$ cat src/hw/rtl/aes_pkg.sv
// ----------------------------------------------------------------------------
// AES package
// Shared types, constants and byte-level functions for the AES-256 core.
// ----------------------------------------------------------------------------
package aes_pkg;

    localparam int NumRounds = 14;
    localparam int NumRoundKeys = 15;
    localparam int NumKeyWords = 60;
    localparam int KeyExpandSteps = 52;

    typedef logic [127:0] block_t;
    typedef logic [255:0] key_t;

    typedef enum logic [1:0] {
        CFG_KEY_WORD_0 = 2'd0,
        CFG_KEY_WORD_1 = 2'd1,
        CFG_KEY_WORD_2 = 2'd2,
        CFG_KEY_WORD_3 = 2'd3
    } cfg_index_t;

    typedef enum logic {
        CMD_ENCRYPT = 1'b0,
        CMD_DECRYPT = 1'b1
    } cmd_t;

    function automatic logic [7:0] xt(input logic [7:0] a);
        xt = {a[6:0], 1'b0} ^ (a[7] ? 8'h1b : 8'h00);
    endfunction

    function automatic logic [7:0] gmul(input logic [7:0] a, input logic [7:0] b);
        logic [7:0] p;
        logic [7:0] x;
        p = 8'h00;
        x = a;
        for (int i = 0; i < 8; i++) begin
            if (b[i]) p = p ^ x;
            x = xt(x);
        end
        gmul = p;
    endfunction

    function automatic logic [7:0] ginv(input logic [7:0] x);
        logic [7:0] r;
        logic [7:0] b;
        r = 8'h01;
        b = x;
        // x^254: exponent bits 1..7 set, bit 0 clear.
        for (int i = 0; i < 8; i++) begin
            if (i != 0) r = gmul(r, b);
            b = gmul(b, b);
        end
        ginv = r;
    endfunction

    function automatic logic [7:0] rotl8(input logic [7:0] v, input int n);
        logic [15:0] d;
        d = {v, v} << n;
        rotl8 = d[15:8];
    endfunction

    function automatic logic [7:0] sbox_calc(input logic [7:0] x);
        logic [7:0] y;
        y = ginv(x);
        sbox_calc = y ^ rotl8(y, 1) ^ rotl8(y, 2) ^ rotl8(y, 3) ^ rotl8(y, 4) ^ 8'h63;
    endfunction

    function automatic logic [7:0] sbox_inv_calc(input logic [7:0] x);
        logic [7:0] y;
        y = x ^ 8'h63;
        sbox_inv_calc = ginv(rotl8(y, 1) ^ rotl8(y, 3) ^ rotl8(y, 6));
    endfunction

    // Constant tables built at elaboration.
    function automatic logic [255:0][7:0] build_sbox(input logic inv);
        logic [255:0][7:0] t;
        for (int i = 0; i < 256; i++) begin
            t[i] = inv ? sbox_inv_calc(8'(i)) : sbox_calc(8'(i));
        end
        build_sbox = t;
    endfunction

    localparam logic [255:0][7:0] SboxFwd = build_sbox(1'b0);
    localparam logic [255:0][7:0] SboxInv = build_sbox(1'b1);

    function automatic logic [31:0] sub_word(input logic [31:0] w);
        sub_word = {SboxFwd[w[31:24]], SboxFwd[w[23:16]], SboxFwd[w[15:8]], SboxFwd[w[7:0]]};
    endfunction

    // Byte i of the state sits at bits 127-8i.
    function automatic logic [7:0] get_b(input block_t s, input int i);
        get_b = s[127 - 8*i -: 8];
    endfunction

    function automatic block_t sub_shift_fwd(input block_t s);
        block_t t;
        for (int c = 0; c < 4; c++) begin
            for (int r = 0; r < 4; r++) begin
                t[127 - 8*(r + 4*c) -: 8] = SboxFwd[get_b(s, r + 4*((c + r) % 4))];
            end
        end
        sub_shift_fwd = t;
    endfunction

    function automatic block_t sub_shift_inv(input block_t s);
        block_t t;
        for (int c = 0; c < 4; c++) begin
            for (int r = 0; r < 4; r++) begin
                t[127 - 8*(r + 4*((c + r) % 4)) -: 8] = SboxInv[get_b(s, r + 4*c)];
            end
        end
        sub_shift_inv = t;
    endfunction

    function automatic block_t mix_fwd(input block_t s);
        block_t t;
        logic [7:0] a, b, d, e, x;
        for (int c = 0; c < 4; c++) begin
            a = get_b(s, 4*c);
            b = get_b(s, 4*c + 1);
            d = get_b(s, 4*c + 2);
            e = get_b(s, 4*c + 3);
            x = a ^ b ^ d ^ e;
            t[127 - 32*c -: 8] = a ^ x ^ xt(a ^ b);
            t[119 - 32*c -: 8] = b ^ x ^ xt(b ^ d);
            t[111 - 32*c -: 8] = d ^ x ^ xt(d ^ e);
            t[103 - 32*c -: 8] = e ^ x ^ xt(e ^ a);
        end
        mix_fwd = t;
    endfunction

    function automatic block_t mix_inv(input block_t s);
        block_t t;
        logic [7:0] a, b, d, e;
        for (int c = 0; c < 4; c++) begin
            a = get_b(s, 4*c);
            b = get_b(s, 4*c + 1);
            d = get_b(s, 4*c + 2);
            e = get_b(s, 4*c + 3);
            t[127 - 32*c -: 8] = gmul(a, 8'd14) ^ gmul(b, 8'd11) ^ gmul(d, 8'd13) ^ gmul(e, 8'd9);
            t[119 - 32*c -: 8] = gmul(a, 8'd9) ^ gmul(b, 8'd14) ^ gmul(d, 8'd11) ^ gmul(e, 8'd13);
            t[111 - 32*c -: 8] = gmul(a, 8'd13) ^ gmul(b, 8'd9) ^ gmul(d, 8'd14) ^ gmul(e, 8'd11);
            t[103 - 32*c -: 8] = gmul(a, 8'd11) ^ gmul(b, 8'd13) ^ gmul(d, 8'd9) ^ gmul(e, 8'd14);
        end
        mix_inv = t;
    endfunction

endpackage

$ cat src/hw/rtl/aes_key_sched.sv
// ----------------------------------------------------------------------------
// AES key schedule
// Holds the key registers and expands them into the fifteen round keys,
// one schedule word per cycle. After reset and after every key write
// key_ready is low through the key load and the whole expansion.
// ----------------------------------------------------------------------------
module aes_key_sched
    import aes_pkg::*;
(
    input  logic                         aclk,
    input  logic                         aresetn,
    input  logic                         cfg_we,
    input  logic [1:0]                   cfg_index,
    input  logic [63:0]                  cfg_data,
    output logic                         key_ready,
    output block_t [NumRoundKeys-1:0]    round_keys
);

    logic [3:0][63:0]             key_reg;
    logic [NumKeyWords-1:0][31:0] w_reg;
    logic                         load_reg;
    logic                         run_reg;
    logic [5:0]                   step_reg;
    logic [7:0]                   rc_reg;
    logic [31:0]                  sched_word;
    logic [31:0]                  new_word;

    always_ff @(posedge aclk) begin
        if (!aresetn) begin
            key_reg <= '0;
        end else if (cfg_we) begin
            unique case (cfg_index_t'(cfg_index))
                CFG_KEY_WORD_0: key_reg[0] <= cfg_data;
                CFG_KEY_WORD_1: key_reg[1] <= cfg_data;
                CFG_KEY_WORD_2: key_reg[2] <= cfg_data;
                CFG_KEY_WORD_3: key_reg[3] <= cfg_data;
                default: ;
            endcase
        end
    end

    always_ff @(posedge aclk) begin
        if (!aresetn) begin
            load_reg <= 1'b1;
            run_reg  <= 1'b0;
            step_reg <= '0;
            rc_reg   <= 8'h01;
        end else if (cfg_we) begin
            load_reg <= 1'b1;
            run_reg  <= 1'b0;
        end else if (load_reg) begin
            load_reg <= 1'b0;
            run_reg  <= 1'b1;
            step_reg <= '0;
            rc_reg   <= 8'h01;
        end else if (run_reg) begin
            step_reg <= step_reg + 6'd1;
            // The round constant advances once per rotated word.
            if (step_reg[2:0] == 3'd0) rc_reg <= xt(rc_reg);
            if (step_reg == 6'(KeyExpandSteps - 1)) run_reg <= 1'b0;
        end
    end

    // The key words enter at the top of a shift register; each step shifts
    // in one new word, so the newest word is always at the top and the word
    // eight positions back sits at a fixed place.
    always_ff @(posedge aclk) begin
        if (load_reg) begin
            for (int j = 0; j < 8; j++) begin
                w_reg[NumKeyWords - 8 + j] <= (j % 2 == 0) ? key_reg[j/2][63:32]
                                                            : key_reg[j/2][31:0];
            end
        end else if (run_reg) begin
            for (int j = 0; j < NumKeyWords - 1; j++) begin
                w_reg[j] <= w_reg[j+1];
            end
            w_reg[NumKeyWords-1] <= new_word;
        end
    end

    always_comb begin
        sched_word = w_reg[NumKeyWords-1];
        if (step_reg[2:0] == 3'd0) begin
            sched_word = sub_word({sched_word[23:0], sched_word[31:24]}) ^ {rc_reg, 24'h0};
        end else if (step_reg[2:0] == 3'd4) begin
            sched_word = sub_word(sched_word);
        end
        new_word = w_reg[NumKeyWords-8] ^ sched_word;
    end

    always_comb begin
        for (int r = 0; r < NumRoundKeys; r++) begin
            round_keys[r] = {w_reg[4*r], w_reg[4*r+1], w_reg[4*r+2], w_reg[4*r+3]};
        end
    end

    assign key_ready = !(load_reg || run_reg);

endmodule

$ cat config.mk
export PLATFORM = sky130hd
export DESIGN_NAME = aes_key_sched
export DESIGN_NICKNAME = d
export VERILOG_FILES = /design/src/hw/rtl/aes_pkg.sv /design/src/hw/rtl/aes_key_sched.sv
export SDC_FILE = /design/constraint.sdc
export NUM_CORES = 2
export LEC_CHECK = 0
export BUFFER_PORTS_ARGS = -buffer_cell sky130_fd_sc_hd__buf_2
export CAP_MARGIN = 20
export CORE_AREA = 2 2 773 775
export DETAILED_ROUTE_END_ITERATION = 7
export DIE_AREA = 0 0 775 777
export GPL_ROUTABILITY_DRIVEN = 0
export HOLD_SLACK_MARGIN = 0.15
export PLACE_DENSITY = 0.36
export REMOVE_ABC_BUFFERS = 1
export SLEW_MARGIN = 0
export SYNTH_ARGS = -nofsm -noshare
export SYNTH_HDL_FRONTEND = slang
export SYNTH_SLANG_ARGS = --single-unit
$ cat constraint.sdc
create_clock -name aclk -period 68.6 [get_ports aclk]
set_input_delay 6.86 -clock aclk [delete_from_list [all_inputs] [get_ports aclk]]
set_output_delay 6.86 -clock aclk [all_outputs]
set_load 0.05 [all_outputs]
# --- Yosys cells after proc, flatten, opt, wreduce, memory -nomap -nowiden ---
# Memory sizes are Yosys's and may differ from the RTL's. A register that Yosys moved wholly into a read port is not among the register bits.
# Cells that the tools add are included.
op_classes:
  shifts: 0
  n_eq_ne: 5
  n_addsub: 1
  n_reduce_logical: 14
  bitwise_logic: 6
  n_mul: 0
  order_cmp: 4
  div: 0
  muxes: 22
op_table:
  columns: ["cell", "n"]
  rows:
  - ["1920-bit 2-to-1 mux", 1]
  - ["256-bit 2-to-1 mux", 1]
  - ["8-bit 2-to-1 mux", 11]
  - ["32-bit 2-to-1 mux", 2]
  - ["32-bit bitwise XOR", 2]
  - ["8-bit by 9-bit less-than comparator with 1-bit output, second input constant", 4]
  - ["6-bit 2-to-1 mux", 2]
  - ["2-bit AND reduction", 6]
  - ["8-bit by 5-bit bitwise XOR with 8-bit output", 1]
  - ["6-bit by 1-bit adder with 6-bit output, second input constant", 1]
  - ["6-bit == test, second input constant", 1]
  - ["5-bit 2-to-1 mux", 1]
  - ["2-bit == test, second input constant", 2]
  - ["1-bit 2-to-1 mux", 4]
  - ["2-bit nonzero test", 2]
  - ["3-bit == test, second input constant", 1]
  - ["3-bit zero test", 1]
  - ["1-bit inverter", 3]
  - ["3-bit AND reduction", 1]
  - ["2-bit by 1-bit == test with 1-bit output, second input constant", 1]
  - ["2-bit zero test", 1]
  - ["2-bit OR reduction", 1]
  - ["1-bit zero test", 1]
  - ["1-bit logical OR", 1]
totals:
  register_bits: 2192
  mem_bits_ro: 8192
  input_bits: 69
  mem_count: 4
  ram_bits: 0
  wordCells: 124
  latchBits: 0
  output_inout_bits: 1921
memory_table:
  columns: ["name", "depth", "width", "rd", "rd_ports_with_merged_regs", "write_ports", "line", "source"]
  rows:
  - ["(name not given)", 256, 8, 1, 1, 0, "aes_pkg.sv:87", "sub_word = {SboxFwd[w[31:24]], SboxFwd[w[23:16]], SboxFwd[w[15:8]], SboxFwd[w[7:0]]};"]
  - ["(name not given)", 256, 8, 1, 1, 0, "aes_pkg.sv:87", null]
  - ["(name not given)", 256, 8, 1, 1, 0, "aes_pkg.sv:87", null]
  - ["(name not given)", 256, 8, 1, 1, 0, "aes_pkg.sv:87", null]

# --- Logic depth before layout (Yosys ltp) ---
logic_depth:
  ltp_word: 8
  mapped_depth: 21
  depth_no_buf: 16

# --- Least setup slack after synthesis ---
# OpenSTA, ideal clock, no wires.
synth_path:
  path_kind: "reg2reg"
  start: "register run_reg (netlist name)"
  end: "register w_reg, in the netlist round_keys[1817] (data pin)"
  stages_incl_launch_ff: 8
  required_time_ns: 68.194
  path_buffers: 4
  t_arrival_ns: 49.085
  path_slack_ns: 19.109
  period_less_slack_ns: 49.491
  setup_time_ns: 0.406
  path_cell_list: "dfxtp_1 > nand2b_1 > buf_2 > inv_2 > clkbuf_1 > clkbuf_1 > clkbuf_1 > a22o_1"
synth_rtl:
  columns: ["element", "line", "source"]
  rows:
  - ["end signal, assigned by index", "aes_key_sched.sv:70", "w_reg[NumKeyWords - 8 + j] <= (j % 2 == 0) ? key_reg[j/2][63:32]"]
  - ["end signal, assigned by index", "aes_key_sched.sv:75", "w_reg[j] <= w_reg[j+1];"]
  - ["end signal, assigned by index", "aes_key_sched.sv:77", "w_reg[NumKeyWords-1] <= new_word;"]
  - ["end, declared", "aes_key_sched.sv:20", "logic [NumKeyWords-1:0][31:0] w_reg;"]

# --- Worst setup path after layout ---
layout_path:
  start: "register load_reg"
  end: "output port key_ready"
layout_between:
  elab_chain_cells: 2
layout_rtl:
  columns: ["element", "line", "source"]
  rows:
  - ["start, declared", "aes_key_sched.sv:21", "logic load_reg;"]
  - ["start signal, assigned", "aes_key_sched.sv:44", "load_reg <= 1'b1;"]
  - ["start signal, assigned", "aes_key_sched.sv:49", "load_reg <= 1'b1;"]
  - ["start signal, assigned", "aes_key_sched.sv:52", "load_reg <= 1'b0;"]
  - ["1-bit logical OR", "aes_key_sched.sv:97", "assign key_ready = !(load_reg || run_reg);"]
  - ["1-bit zero test", "aes_key_sched.sv:97", null]
  - ["end, declared", "aes_key_sched.sv:15", "output logic key_ready,"]
# No other way between the ends.

==> reports/summary.txt <==
outcome - finished clean
Post-synth EDFFs - 1920
All-Layer GR Usage - 14.9%
drt via density - 3.96
Final nets - 8081
post-route ant nets - 0
instance count of the mapped netlist - 5983
clock latency on the worst-skew pair - 980 ps
post-synthesis async set-or-reset flop share - 0%
fmax - 0.103 GHz
Cells on Worst Hold Path - 0
final wirelength - 476000 microns
initial core utilization - 14.4%
layout cells sized above 1 - 31.6%
Final setup viols - 0
worst hold slack - 406 ps
register bit total from synthesis - 2224
Placed Cells incl. Taps - 15526
Yosys warnings - 0
placement row count - 283
global route overflow - 0
Via Count - 63566
main flop type after synthesis - edfxtp_1
Crit. End Element - output port
post-place instance area - 0.105 sq mm
r2r setup slk - 62270 ps
total CTS buffers - 280
post-route cell area - 0.114 sq mm
Final Max Tran Viols - 0
Syn Area/Cell - 14.3 sq um
Post-Layout Cell Count - 16040
CTS Hold Bufs - 0
CTS tree - yes
Rel. slew slack - 22.5%
P per Cell Area - 29.9 mW/mm^2
crit-path max FO - 33
Setup CP Type - reg -> out
number of port buffers - 1989
Worst Hold Endpoint - round_keys[617]$_DFFE_PP_
critical path launch point type - register
Critical Path AT - 2810 ps
RSZ-0062 raised after global routing - false
Pre-Repair DR Iteration Count - 6
Die Y - 777 microns
post-route minimum period - 9670 ps
Post CTS Setup Buffer Count - 0
Area growth syn-to-layout - 33.0%
Synth top area share - 67.5%
synthesized area - 0.0855 sq mm
leakage - 39.2 nW
setup TNS - 0 ps
worst slew pin tran - 1160 ps
Netlist cell types - 101
commonest cells in the netlist - edfxtp_1 (1920), nand2_1 (829), dfxtp_1 (304), a21oi_1 (285), o21ai_0 (269)
io pins - 1990
max reg flops - 1920
pin count of the biggest net entering global routing - 167
first-pass GRT wire length - 611000 microns
Tcrit/Tclk final - 14.1%
antenna violations before repair - 50
maximum clock path buffer count - 4
Clock transition at path regs - 60 ps
required time worst endpoint - 61740 ps
core area - 0.593 sq mm
per-cell routed wire length - 29.7 microns
die width - 775 microns
Iteration-0 DRC Markers - 6860
clk sinks - 2224
post-CTS sizing - 0
Fin Clk Skew - 81.3 ps
reg2reg start - run_reg$_SDFF_PP0_
most common cell in the netlist - edfxtp_1
vias in the first global route - 60228
cell taking the most area after synthesis - edfxtp_1
RR Endpoint - round_keys[709]$_DFFE_PP_
drt drc - 0
synth top area cells - edfxtp_1 (67%), dfxtp_1 (7.1%), nand2_1 (3.6%)
sequential cell area fraction in the yosys report - 74.6%
root buffer cell - clkbuf_16
final hold violations - 0
worst hold start - round_keys[585]$_DFFE_PP_
Min-Delay Path Class - reg -> reg
# Max-Cap Violations - 0
VDD IR max - 0.0000199 V
HPWL after DPL - 367000 microns
reg2reg path depth - 8
Die Area - 0.602 sq mm
H-tree lvl count - 5
-- critical path: stages (launching register included) --
cell and delay, ps:
dfxtp_4 660, or2_4 520, inv_1 370, buf_2 340
-- layer usage --
metal  global-route usage (%)  wire (microns)
met1                     17.7          185000
met2                     26.0          237000
met3                     3.99           37800
met4                     4.40           16600
met5                        0              27
-- layout by cell type, fill, tap and decap left out, drive strengths merged, types with 43 or more instances in the layout --
cell and n:
a31oi 72, o21ai 276, buf 2136, a21oi 285, nand2 832, clkinv 108, nor2 262, a211oi 60
dfxtp 304, nand3 107, nor3 96, inv 44, o211ai 54, clkbuf 360, a311oi 43, a22o 229
edfxtp 1920, a21boi 267, xnor2 44
-- power breakdown --
part / internal (mW) / leakage [nW] / switching, mW / total [mW]
registers: 1.50 / 20.1 / 0.0441 / 1.54
logic: 0.0945 / 14.8 / 0.303 / 0.397
clock network: 0.817 / 4.30 / 0.644 / 1.46
total: 2.41 / 39.2 / 0.990 / 3.40
-- per-stage QoR --
stage	total power [mW]	setup slack [ps]	utilization [%]
after global placement	1.97	59380	17.6
after CTS	3.45	58720	19.2
after global routing	3.52	58720	19.2
final	3.40	58930	19.2
after detailed placement	1.96	59370	17.6
after floorplan	1.81	30990	-
-- worst max path at each step --
stage | start | to | slack (ps)
6_report | load_reg$_SDFF_PN1_ | key_ready | 58930
5_1_grt | load_reg$_SDFF_PN1_ | key_ready | 58720
4_1_cts | load_reg$_SDFF_PN1_ | key_ready | 58720
3_5_place_dp | cfg_we | key_reg[165]$_SDFFE_PN0P_ | 59370
3_3_place_gp | cfg_we | key_reg[157]$_SDFFE_PN0P_ | 59380
2_1_floorplan | load_reg$_SDFF_PN1_ | register | 30990
-- logic make-up (layout without fill, tap and decap cells) --
family / Yosys count / count (layout) / share of synthesized area (%)
xor+xnor: 64 / 64 / 0.691
other cells: 0 / 17 / 0
fa+ha+maj: 41 / 41 / 0.600
buf+inv: 463 / 2666 / 2.31
flops: 2224 / 2224 / 74.6
simple gates: 1492 / 1492 / 7.58
mux: 36 / 36 / 0.441
compound gates: 1663 / 1663 / 13.8
-- final cells by class --
| class | count | area, sq um |
|---|---|---|
| antenna | 17 | 42.5 |
| clock buffer | 360 | 7440 |
| clock inverter | 137 | 1520 |
| fill | 64481 | 479000 |
| inverter | 33 | 131 |
| multi-input combinational | 3296 | 19900 |
| sequential | 2224 | 63700 |
| tap | 7837 | 9810 |
| timing repair buffer | 2136 | 11100 |
Power figures use the tool's default switching activity.
